$ cat src/hw/rtl/aob_pkg.sv
package aob_pkg;

  localparam int NumCh    = 4;
  localparam int ChW      = 8;
  localparam int CoordW   = 12;
  localparam int CfgW     = 13;
  localparam int ChCntW   = 3;
  localparam int MaxSide  = 4096;
  localparam int NumRegs  = 6;
  localparam int RegIdxW  = $clog2(NumRegs);
  localparam int AddrW    = RegIdxW + 2;
  localparam int DataW    = 32;
  localparam int NumLanes = NumCh - 1;
  localparam int ProdW    = 2 * ChW;
  localparam int NumW     = 3 * ChW;
  localparam int QuoW     = ChW;
  localparam int DivFirst = 3;
  localparam int NumStg   = DivFirst + QuoW;
  localparam int ChFull   = 255;
  localparam int CopyMin  = 253;
  localparam int ZeroMax  = 2;

  typedef logic [NumCh-1:0][ChW-1:0] pix_t;

  typedef enum logic [RegIdxW-1:0] {
    RegSrcCh = RegIdxW'(0),
    RegDstCh = RegIdxW'(1),
    RegOffX  = RegIdxW'(2),
    RegOffY  = RegIdxW'(3),
    RegDstW  = RegIdxW'(4),
    RegDstH  = RegIdxW'(5)
  } reg_idx_e;

  typedef struct packed {
    logic [CoordW-1:0] src_x;
    logic [CoordW-1:0] src_y;
    logic [ChW-1:0]    src_c0;
    logic [ChW-1:0]    src_c1;
    logic [ChW-1:0]    src_c2;
    logic [ChW-1:0]    src_c3;
    logic [ChW-1:0]    dst_c0;
    logic [ChW-1:0]    dst_c1;
    logic [ChW-1:0]    dst_c2;
    logic [ChW-1:0]    dst_c3;
  } in_t;

  typedef struct packed {
    logic              write_enable;
    logic [CoordW-1:0] dst_x;
    logic [CoordW-1:0] dst_y;
    logic [ChW-1:0]    out_c0;
    logic [ChW-1:0]    out_c1;
    logic [ChW-1:0]    out_c2;
    logic [ChW-1:0]    out_c3;
  } out_t;

  typedef struct packed {
    logic [ChCntW-1:0]      sc;
    logic [ChCntW-1:0]      dc;
    logic signed [CfgW-1:0] off_x;
    logic signed [CfgW-1:0] off_y;
    logic [CfgW-1:0]        w;
    logic [CfgW-1:0]        h;
  } cfg_t;

  typedef struct packed {
    logic              in_bounds;
    logic [CoordW-1:0] x;
    logic [CoordW-1:0] y;
    logic              copy;
    logic              zero;
    logic [ChW-1:0]    oa;
    pix_t              sv;
  } side_t;

  function automatic logic [ChCntW-1:0] eff_ch(input logic [ChCntW-1:0] v);
    logic [ChCntW-1:0] r;
    if (v == '0) begin
      r = ChCntW'(1);
    end else if (v > ChCntW'(NumCh)) begin
      r = ChCntW'(NumCh);
    end else begin
      r = v;
    end
    return r;
  endfunction

  function automatic logic [CfgW-1:0] cap_side(input logic [CfgW-1:0] v);
    logic [CfgW-1:0] r;
    if (int'(v) > MaxSide) begin
      r = CfgW'(MaxSide);
    end else begin
      r = v;
    end
    return r;
  endfunction

endpackage

$ cat src/hw/rtl/aob_in_if.sv
interface aob_in_if;
  import aob_pkg::*;

  logic valid;
  logic ready;
  in_t  data;

  modport source (output valid, output data, input ready);
  modport sink (input valid, input data, output ready);
endinterface

$ cat src/hw/rtl/aob_out_if.sv
interface aob_out_if;
  import aob_pkg::*;

  logic valid;
  logic ready;
  out_t data;

  modport source (output valid, output data, input ready);
  modport sink (input valid, input data, output ready);
endinterface

$ cat src/hw/rtl/aob_cfg.sv
module aob_cfg (
  input  logic                       clk_i,
  input  logic                       rst_ni,
  input  logic                       psel,
  input  logic                       penable,
  input  logic                       pwrite,
  input  logic [aob_pkg::AddrW-1:0]  paddr,
  input  logic [aob_pkg::DataW-1:0]  pwdata,
  output logic [aob_pkg::DataW-1:0]  prdata,
  output logic                       pready,
  output aob_pkg::cfg_t              cfg_o
);
  import aob_pkg::*;

  logic [ChCntW-1:0] src_ch_q, dst_ch_q;
  logic [CfgW-1:0]   off_x_q, off_y_q, dst_w_q, dst_h_q;
  reg_idx_e          idx;
  logic              wr;

  assign idx    = reg_idx_e'(paddr[AddrW-1:2]);
  assign wr     = psel && penable && pwrite;
  assign pready = 1'b1;

  always_ff @(posedge clk_i or negedge rst_ni) begin
    if (!rst_ni) begin
      src_ch_q <= ChCntW'(NumCh);
      dst_ch_q <= ChCntW'(NumCh);
      off_x_q  <= '0;
      off_y_q  <= '0;
      dst_w_q  <= '0;
      dst_h_q  <= '0;
    end else if (wr) begin
      case (idx)
        RegSrcCh: src_ch_q <= pwdata[ChCntW-1:0];
        RegDstCh: dst_ch_q <= pwdata[ChCntW-1:0];
        RegOffX:  off_x_q  <= pwdata[CfgW-1:0];
        RegOffY:  off_y_q  <= pwdata[CfgW-1:0];
        RegDstW:  dst_w_q  <= pwdata[CfgW-1:0];
        RegDstH:  dst_h_q  <= pwdata[CfgW-1:0];
        default: ;
      endcase
    end
  end

  always_comb begin
    case (idx)
      RegSrcCh: prdata = DataW'(src_ch_q);
      RegDstCh: prdata = DataW'(dst_ch_q);
      RegOffX:  prdata = DataW'(off_x_q);
      RegOffY:  prdata = DataW'(off_y_q);
      RegDstW:  prdata = DataW'(dst_w_q);
      RegDstH:  prdata = DataW'(dst_h_q);
      default:  prdata = '0;
    endcase
  end

  assign cfg_o.sc    = eff_ch(src_ch_q);
  assign cfg_o.dc    = eff_ch(dst_ch_q);
  assign cfg_o.off_x = $signed(off_x_q);
  assign cfg_o.off_y = $signed(off_y_q);
  assign cfg_o.w     = cap_side(dst_w_q);
  assign cfg_o.h     = cap_side(dst_h_q);

endmodule

$ cat src/hw/rtl/aob_front.sv
module aob_front (
  input  logic                          clk_i,
  input  logic [aob_pkg::NumStg-1:0]    en_i,
  input  aob_pkg::in_t                  in_i,
  input  aob_pkg::cfg_t                 cfg_i,
  output aob_pkg::pix_t                 sv_o,
  output aob_pkg::pix_t                 d_o,
  output logic [aob_pkg::ChW-1:0]       sa_o,
  output logic [aob_pkg::ChW-1:0]       da_o,
  output logic [aob_pkg::ProdW-1:0]     q_o,
  output aob_pkg::side_t                side_o
);
  import aob_pkg::*;

  in_t                   in_q;
  logic signed [CfgW:0]  px, py;
  logic                  in_bounds, gray;
  pix_t                  s, sv;
  logic [ChW-1:0]        sa, da;
  logic [ProdW-1:0]      sa255_q, dab_q, q, oa_sum;
  logic [ProdW-1:0]      q_q;
  side_t                 side_q [1:NumStg-1];
  side_t                 side2;

  always_ff @(posedge clk_i) begin
    if (en_i[0]) begin
      in_q <= in_i;
    end
  end

  assign px = $signed({{(CfgW+1-CoordW){1'b0}}, in_q.src_x})
            + $signed({cfg_i.off_x[CfgW-1], cfg_i.off_x});
  assign py = $signed({{(CfgW+1-CoordW){1'b0}}, in_q.src_y})
            + $signed({cfg_i.off_y[CfgW-1], cfg_i.off_y});
  assign in_bounds = !px[CfgW] && (px[CfgW-1:0] < cfg_i.w)
                  && !py[CfgW] && (py[CfgW-1:0] < cfg_i.h);

  assign s   = {in_q.src_c3, in_q.src_c2, in_q.src_c1, in_q.src_c0};
  assign d_o = {in_q.dst_c3, in_q.dst_c2, in_q.dst_c1, in_q.dst_c0};
  assign gray = cfg_i.sc < cfg_i.dc;

  always_comb begin
    for (int c = 0; c < NumCh; c++) begin
      sv[c] = gray ? s[0] : s[c];
    end
  end

  assign sa   = (cfg_i.sc < ChCntW'(NumCh)) ? ChW'(ChFull) : s[NumCh-1];
  assign da   = (cfg_i.dc < ChCntW'(NumCh)) ? ChW'(ChFull) : d_o[NumCh-1];
  assign sv_o = sv;
  assign sa_o = sa;
  assign da_o = da;

  always_ff @(posedge clk_i) begin
    if (en_i[1]) begin
      sa255_q             <= {sa, {ChW{1'b0}}} - ProdW'(sa);
      dab_q               <= ProdW'(da) * ProdW'(ChW'(ChFull) - sa);
      side_q[1].in_bounds <= in_bounds;
      side_q[1].x         <= px[CoordW-1:0];
      side_q[1].y         <= py[CoordW-1:0];
      side_q[1].copy      <= (sa >= ChW'(CopyMin)) && (da >= ChW'(CopyMin));
      side_q[1].zero      <= 1'b0;
      side_q[1].oa        <= '0;
      side_q[1].sv        <= sv;
    end
  end

  assign q      = sa255_q + dab_q;
  assign oa_sum = q + ProdW'(q[ProdW-1:ChW]) + ProdW'(1);

  always_comb begin
    side2      = side_q[1];
    side2.oa   = oa_sum[ProdW-1:ChW];
    side2.zero = oa_sum[ProdW-1:ChW] <= ChW'(ZeroMax);
  end

  always_ff @(posedge clk_i) begin
    if (en_i[2]) begin
      q_q       <= q;
      side_q[2] <= side2;
    end
  end

  for (genvar k = 3; k < NumStg; k++) begin : g_side
    always_ff @(posedge clk_i) begin
      if (en_i[k]) begin
        side_q[k] <= side_q[k-1];
      end
    end
  end

  assign q_o    = q_q;
  assign side_o = side_q[NumStg-1];

endmodule

$ cat src/hw/rtl/aob_lane.sv
module aob_lane (
  input  logic                        clk_i,
  input  logic [aob_pkg::NumStg-1:1]  en_i,
  input  logic [aob_pkg::ChW-1:0]     sv_i,
  input  logic [aob_pkg::ChW-1:0]     d_i,
  input  logic [aob_pkg::ChW-1:0]     sa_i,
  input  logic [aob_pkg::ChW-1:0]     da_i,
  input  logic [aob_pkg::ProdW-1:0]   q_i,
  output logic [aob_pkg::QuoW-1:0]    quo_o
);
  import aob_pkg::*;

  logic [ProdW-1:0] svsa_q, dda_q;
  logic [ChW-1:0]   nsa_q;
  logic [NumW-1:0]  n_q;
  logic [NumW-1:0]  rem_q [QuoW-1];
  logic [ProdW-1:0] dq_q  [QuoW-1];
  logic [QuoW-1:0]  quo_q [QuoW];

  always_ff @(posedge clk_i) begin
    if (en_i[1]) begin
      svsa_q <= ProdW'(sv_i) * ProdW'(sa_i);
      dda_q  <= ProdW'(d_i) * ProdW'(da_i);
      nsa_q  <= ChW'(ChFull) - sa_i;
    end
  end

  always_ff @(posedge clk_i) begin
    if (en_i[2]) begin
      n_q <= ({svsa_q, {ChW{1'b0}}} - NumW'(svsa_q)) + NumW'(dda_q) * NumW'(nsa_q);
    end
  end

  for (genvar k = 0; k < QuoW; k++) begin : g_step
    logic [NumW-1:0]  rem_in;
    logic [ProdW-1:0] dq_in;
    logic [QuoW-1:0]  quo_in;
    logic [NumW:0]    diff;

    if (k == 0) begin : g_first
      assign rem_in = n_q;
      assign dq_in  = q_i;
      assign quo_in = '0;
    end else begin : g_next
      assign rem_in = rem_q[k-1];
      assign dq_in  = dq_q[k-1];
      assign quo_in = quo_q[k-1];
    end

    assign diff = {1'b0, rem_in} - {1'b0, NumW'(dq_in) << (QuoW-1-k)};

    always_ff @(posedge clk_i) begin
      if (en_i[DivFirst+k]) begin
        quo_q[k] <= diff[NumW] ? quo_in : (quo_in | (QuoW'(1) << (QuoW-1-k)));
      end
    end

    if (k < QuoW-1) begin : g_carry
      always_ff @(posedge clk_i) begin
        if (en_i[DivFirst+k]) begin
          rem_q[k] <= diff[NumW] ? rem_in : diff[NumW-1:0];
          dq_q[k]  <= dq_in;
        end
      end
    end
  end

  assign quo_o = quo_q[QuoW-1];

endmodule

$ cat src/hw/rtl/aob_merge.sv
module aob_merge (
  input  logic                                        clk_i,
  input  logic                                        rst_ni,
  input  logic                                        valid_i,
  input  logic                                        ready_i,
  input  aob_pkg::side_t                              side_i,
  input  logic [aob_pkg::NumLanes-1:0][aob_pkg::ChW-1:0] quo_i,
  input  logic [aob_pkg::ChCntW-1:0]                  dc_i,
  output logic                                        en_o,
  output logic                                        valid_o,
  output aob_pkg::out_t                               data_o
);
  import aob_pkg::*;

  logic valid_q;
  out_t data_q, data_d;
  pix_t ch;

  assign en_o = !valid_q || ready_i;

  always_comb begin
    for (int c = 0; c < NumCh; c++) begin
      if (!side_i.in_bounds || ChCntW'(c) >= dc_i) begin
        ch[c] = '0;
      end else if (side_i.copy) begin
        ch[c] = side_i.sv[c];
      end else if (side_i.zero) begin
        ch[c] = '0;
      end else if (c == NumCh-1) begin
        ch[c] = side_i.oa;
      end else begin
        ch[c] = quo_i[c];
      end
    end
    data_d.write_enable = side_i.in_bounds;
    data_d.dst_x        = side_i.in_bounds ? side_i.x : '0;
    data_d.dst_y        = side_i.in_bounds ? side_i.y : '0;
    data_d.out_c0       = ch[0];
    data_d.out_c1       = ch[1];
    data_d.out_c2       = ch[2];
    data_d.out_c3       = ch[3];
  end

  always_ff @(posedge clk_i or negedge rst_ni) begin
    if (!rst_ni) begin
      valid_q <= 1'b0;
    end else if (en_o) begin
      valid_q <= valid_i;
    end
  end

  always_ff @(posedge clk_i) begin
    if (en_o && valid_i) begin
      data_q <= data_d;
    end
  end

  assign valid_o = valid_q;
  assign data_o  = data_q;

endmodule

$ cat src/hw/rtl/alpha_over_blend_clipped.sv
// Throughput: one pixel per cycle while the output is not stalled; each color
// lane runs an 8-stage restoring divider, one quotient bit per stage, and each
// stage holds only while it is full and the stage after it holds.
// Reset clears the pipeline valid bits and sets the registers to four source
// and four destination channels, zero offsets and a zero destination size.
module alpha_over_blend_clipped (
  input  logic                       clk_i,
  input  logic                       rst_ni,
  input  logic                       psel,
  input  logic                       penable,
  input  logic                       pwrite,
  input  logic [aob_pkg::AddrW-1:0]  paddr,
  input  logic [aob_pkg::DataW-1:0]  pwdata,
  output logic [aob_pkg::DataW-1:0]  prdata,
  output logic                       pready,
  aob_in_if.sink                     pix_i,
  aob_out_if.source                  pix_o
);
  import aob_pkg::*;

  cfg_t                            cfg;
  logic [NumStg-1:0]               v_q;
  logic [NumStg:0]                 en;
  pix_t                            sv, d;
  logic [ChW-1:0]                  sa, da;
  logic [ProdW-1:0]                q;
  side_t                           side;
  logic [NumLanes-1:0][ChW-1:0]    quo;

  aob_cfg u_cfg (
    .clk_i   (clk_i),
    .rst_ni  (rst_ni),
    .psel    (psel),
    .penable (penable),
    .pwrite  (pwrite),
    .paddr   (paddr),
    .pwdata  (pwdata),
    .prdata  (prdata),
    .pready  (pready),
    .cfg_o   (cfg)
  );

  for (genvar s = 0; s < NumStg; s++) begin : g_en
    assign en[s] = !v_q[s] || en[s+1];
  end

  always_ff @(posedge clk_i or negedge rst_ni) begin
    if (!rst_ni) begin
      v_q <= '0;
    end else begin
      for (int s = 0; s < NumStg; s++) begin
        if (en[s]) begin
          v_q[s] <= (s == 0) ? pix_i.valid : v_q[s-1];
        end
      end
    end
  end

  assign pix_i.ready = en[0];

  aob_front u_front (
    .clk_i  (clk_i),
    .en_i   (en[NumStg-1:0]),
    .in_i   (pix_i.data),
    .cfg_i  (cfg),
    .sv_o   (sv),
    .d_o    (d),
    .sa_o   (sa),
    .da_o   (da),
    .q_o    (q),
    .side_o (side)
  );

  for (genvar c = 0; c < NumLanes; c++) begin : g_lane
    aob_lane u_lane (
      .clk_i (clk_i),
      .en_i  (en[NumStg-1:1]),
      .sv_i  (sv[c]),
      .d_i   (d[c]),
      .sa_i  (sa),
      .da_i  (da),
      .q_i   (q),
      .quo_o (quo[c])
    );
  end

  aob_merge u_merge (
    .clk_i   (clk_i),
    .rst_ni  (rst_ni),
    .valid_i (v_q[NumStg-1]),
    .ready_i (pix_o.ready),
    .side_i  (side),
    .quo_i   (quo),
    .dc_i    (cfg.dc),
    .en_o    (en[NumStg]),
    .valid_o (pix_o.valid),
    .data_o  (pix_o.data)
  );

endmodule

$ cat src/flat_wrapper.sv
// flat-port wrapper written by rule: the top's interface ports become plain ports
module alpha_over_blend_clipped_flat import aob_pkg::*;
  (clk_i, rst_ni, psel, penable, pwrite, paddr, pwdata, prdata, pready, pix_i_valid, pix_i_data, pix_i_ready, pix_o_valid, pix_o_data, pix_o_ready);
  aob_in_if pix_i_i ();
  aob_out_if pix_o_i ();
  input  logic clk_i;
  input  logic rst_ni;
  input  logic psel;
  input  logic penable;
  input  logic pwrite;
  input  logic [aob_pkg::AddrW-1:0] paddr;
  input  logic [aob_pkg::DataW-1:0] pwdata;
  output logic [aob_pkg::DataW-1:0] prdata;
  output logic pready;
  input wire logic [$bits(pix_i_i.valid)-1:0] pix_i_valid;
  input wire logic [$bits(pix_i_i.data)-1:0] pix_i_data;
  output wire logic [$bits(pix_i_i.ready)-1:0] pix_i_ready;
  output wire logic [$bits(pix_o_i.valid)-1:0] pix_o_valid;
  output wire logic [$bits(pix_o_i.data)-1:0] pix_o_data;
  input wire logic [$bits(pix_o_i.ready)-1:0] pix_o_ready;
  assign pix_i_i.valid = pix_i_valid;
  assign pix_i_i.data = pix_i_data;
  assign pix_i_ready = pix_i_i.ready;
  assign pix_o_valid = pix_o_i.valid;
  assign pix_o_data = pix_o_i.data;
  assign pix_o_i.ready = pix_o_ready;
  alpha_over_blend_clipped u_core (.clk_i(clk_i), .rst_ni(rst_ni), .psel(psel), .penable(penable), .pwrite(pwrite), .paddr(paddr), .pwdata(pwdata), .prdata(prdata), .pready(pready), .pix_i(pix_i_i), .pix_o(pix_o_i));
endmodule
$ cat config.mk
export PLATFORM = sky130hd
export DESIGN_NAME = alpha_over_blend_clipped_flat
export DESIGN_NICKNAME = d
export VERILOG_FILES = /design/src/hw/rtl/aob_pkg.sv /design/src/hw/rtl/aob_in_if.sv /design/src/hw/rtl/aob_out_if.sv /design/src/hw/rtl/aob_cfg.sv /design/src/hw/rtl/aob_front.sv /design/src/hw/rtl/aob_lane.sv /design/src/hw/rtl/aob_merge.sv /design/src/hw/rtl/alpha_over_blend_clipped.sv /design/src/flat_wrapper.sv
export SDC_FILE = /design/constraint.sdc
export NUM_CORES = 2
export LEC_CHECK = 0
export BUFFER_PORTS_ARGS = -buffer_cell sky130_fd_sc_hd__buf_2
export CAP_MARGIN = 20
export CORE_UTILIZATION = 33
export CTS_CLUSTER_SIZE = 40
export DETAILED_ROUTE_END_ITERATION = 8
export PLACE_DENSITY = 0.54
export SYNTH_ARGS = -nofsm -noshare
export SYNTH_HDL_FRONTEND = slang
export SYNTH_SLANG_ARGS = --single-unit
export TNS_END_PERCENT = 20
$ cat constraint.sdc
create_clock -name clk_i -period 15.2 [get_ports clk_i]
set_input_delay 1.52 -clock clk_i [delete_from_list [all_inputs] [get_ports clk_i]]
set_output_delay 1.52 -clock clk_i [all_outputs]
set_load 0.05 [all_outputs]
==> results.tsv <==
stage	metric	value	unit
route	antenna_left	0	
setup_path	worstPathMaxFanout	51	
route	wirelength	265	mm
clock_tree	clock-sinks	1824	
flow_run	cap_violations	0	
sta	setup_tns	0	ns
setup_path	worstPathCellList	buf_2 -> nor2b_1 -> nand2_4 -> nor2_1 -> and2_1 -> nand3_4 -> nor2_1 -> nand4_1 -> buf_2	
sta	period_share	50.1	%
floorplanning	rows	211	
clock_tree	cts_buffer_depth	4	
clock_tree	clk_latency	0.89	ns
grt	grt_overflow_total	0	
floorplanning	io_pins	224	
floorplanning	dieArea	334000	µm²
clock_tree	root_buffer	clkbuf_16	
clock_tree	hold_buffers	0	
sta	finalSetupViolations	0	
clock_tree	cts_setup_buffers	0	
setup_path	reg2reg_slack	7.77	ns
final_layout	fin_nets	10978	
place	hpwl	207	mm
sta	min_period	7.62	ns
final_layout	nFillCells	31696	
sta	tightestPinTransition	1.12	ns
grt	grt_max_degree	101	
yosys	synthesis.instances	9078	
setup_path	cp_slowest_cell	nor2_1	
clock_tree	post_cts_resized	0	
grt	use_met1	21.7	%
sta	fmax	131	MHz
place	gp_congestion	0.879	
route	drt-initial-drc-count	4508	
yosys	ys_warn_count	0	
route	vias	67189	
route	viasPerCell	4.84	
floorplanning	die_y	578	µm
place	portBuffers	182	
yosys	synthArstFlopShare	3.84	%
floorplanning	dieWidth	578	µm
sta	finClkSkew	0.124	ns
yosys	synth-edff-count	1754	
yosys	synth_ff_type	edfxtp_1	
route	drc	0	
grt	use_met3	2.09	%
route	wl_per_cell	19.1	µm
floorplanning	start_util	33.1	%
sta	finalMaxSlewViolations	0	
clock_tree	cts_tree	yes	
yosys	syn-cell-area	109000	µm²
setup_path	worstPathRequired	13.68	ns
yosys	synth_top_area_cell	edfxtp_1	
clock_tree	ctsHtreeMaxLevel	4	
grt	track_usage	15.7	%
grt	first_global_vias	69013	
grt	met2_usage	25.9	%
sta	hold_viol	0	
yosys	synthTopCellsByArea	edfxtp_1, fa_1, ha_1	
setup_path	path_class	primary input to primary output	
setup_path	crit_path_end_kind	primary output	
final_layout	final_util	37.0	%
yosys	synth_seq_area_share	49.7	%
route	first_pass_iters	6	
setup_path	path_buf_inv	2	
setup_path	arrival	6.10	ns
yosys	syn_area_per_cell	12.1	µm²
outcome	status	complete, no violations	
hold_path	hp-class	register to register	
grt	antenna_found_initial	19	
floorplanning	core_area	330000	µm²
sta	slew_headroom	24.9	%
clock_tree	clk_pin_slew	0.06	ns
sta	rsz0062_at_grt	no	
yosys	ys_ff_latch	1824	
final_layout	postLayoutCellArea	122000	µm²
clock_tree	cts_buffers	196	
final_layout	area_growth	11.5	%
grt	grt_pass1_wl	407	mm
place	postPlaceCellArea	116000	µm²
yosys	synth_top_cell_area_share	48.1	%
setup_path	path_delay_family	simple AND/OR/NAND/NOR gates	
setup_path	slowest_delay	0.85	ns
yosys	yosysUniqueCellTypes	108	
setup_path	cp-start-kind	primary input	
grt	top_usage_layer	met2	
final_layout	drive_gt1_share	8.18	%
-- cell usage in the layout, fill, tap and decap left out, types with 26 or more instances in the layout --
cell type / instances
nand2b_1: 125
a211oi_1: 47
bufinv_16: 26
o21bai_1: 29
o21ai_0: 324
clkbuf_1: 32
xor2_1: 171
o21ai_1: 30
fa_1: 616
nand3_1: 82
o31ai_1: 52
a31oi_1: 31
nand2_1: 756
clkinv_1: 47
mux2i_1: 55
a22oi_1: 37
edfxtp_1: 1754
a21oi_1: 370
or2_2: 37
dfrtp_1: 68
buf_2: 181
o31a_1: 29
ha_1: 880
or3_1: 49
nor3_1: 127
nor2_1: 598
xnor2_1: 256
o21a_1: 103
nand4_1: 31
clkinv_2: 26
a21o_1: 120
nor2b_1: 106
and2_1: 337
nor4_1: 46
buf_4: 72
and3_1: 26
inv_1: 1126
mux2_2: 150
clkbuf_16: 197
a21boi_0: 26
-- registers in the layout, summed over array words and instances (netlist names), 16 cells and up --
signal and cells:
u_core.g_lane.u_lane.svsa_q 48, u_core.u_front.dab_q 16, u_core.g_lane.u_lane.g_step.rem_in 72, u_core.u_front.sa255_q 16, u_core.u_front.q_o 16, u_core.u_front.side_q 661
u_core.u_front.d_o 32, u_core.g_lane.u_lane.dda_q 48, u_core.u_merge.data_o 57, u_core.u_front.in_q 48, u_core.g_lane.u_lane.rem_q 504, u_core.g_lane.u_lane.dq_q 112
u_core.g_lane.u_lane.quo_q 108
-- stage by stage --
step / setup WS [ns] / cells / hold slack, ns
floorplan: 1.25 / 9096 / 0.400
global placement: 7.61 / 13517 / 0.400
detailed placement: 7.55 / 13518 / 0.405
CTS: 7.55 / 13865 / 0.377
global route: 7.33 / 13868 / 0.371
finish: 7.58 / 13870 / 0.372
-- final timing paths --
path,startpoint,end,depth (start not counted)
max,pix_o_ready,pix_i_ready,9
min,u_core.u_front.side_q[0][256]$_DFFE_PP_,u_core.u_front.side_q[0][323]$_DFFE_PP_,0
max reg2reg,u_core.u_cfg.dst_ch_q[2]$_DFFE_PN1P_,u_core.g_lane[2].u_lane.svsa_q[14]$_DFFE_PP_,25
min reg2reg,u_core.u_front.side_q[0][256]$_DFFE_PP_,u_core.u_front.side_q[0][323]$_DFFE_PP_,0
max in group asynchronous,rst_ni,u_core.u_cfg.off_y_q[6]$_DFFE_PN0P_,1
min in group asynchronous,rst_ni,u_core.u_merge.valid_o$_DFFE_PN0N_,1
-- layout make-up --
type	instances	area [µm²]	share of cell area [%]
sequential	1824	54400	44.6
multi-input combinational	5939	50100	41.0
tap	4366	5460	4.48
clock buffer	229	5050	4.14
inverter	1134	4270	3.50
timing repair buffer	255	1490	1.22
clock inverter	118	1290	1.06
antenna	5	12.5	0.0103
-- synthesized netlist by cell type (all sizes together) (138+ instances only) --
cell type	number
edfxtp	1754
inv	1132
ha	880
nand2	759
fa	616
nor2	600
a21oi	375
o21ai	356
and2	337
xnor2	256
xor2	172
mux2	157
clkbuf	138
-- cells by family after synthesis --
logic type                 count (synthesis)  synth area share [%]
and+or+nand+nor                         2380                  10.4
xor gates and xnor gates                 428                  3.43
other                                      2               0.00686
muxes                                    213                  2.15
buffers and inverters                   1333                  4.71
AOI/OAI and AO/OA                       1402                  8.25
adders and majority gates               1496                  21.3
DFF                                     1824                  49.7
-- worst reg2reg max path, cell delays in order (launching register included) --
cell and delay [ns]:
dfstp_2 0.90, inv_2 0.27, nand2_1 0.14, ha_1 0.23, o31a_1 0.10, o21ai_0 0.15, nand2b_1 0.07, buf_4 0.26
nor2_1 0.61, a21oi_1 0.31, inv_1 0.20, nand2_1 0.10, fa_1 0.55, fa_1 0.56, inv_1 0.05, fa_1 0.50
inv_1 0.06, fa_1 0.48, inv_1 0.05, ha_1 0.30, a21boi_0 0.16, o311a_1 0.32, o21a_1 0.19, o21a_1 0.19
o211a_1 0.24, xor2_1 0.15
-- per-layer routing --
metal	vias to the layer above	share of wire (%)	wire (µm)
li1	32127	-	-
met1	33307	47	124000
met4	2	2.8	7360
met5	-	0.0049	13
met3	370	4.3	11400
met2	1383	46	123000
Power is left out: the tool's default activity adds up to more than one toggle a clock period on the data nets, which glitch-free logic cannot reach.
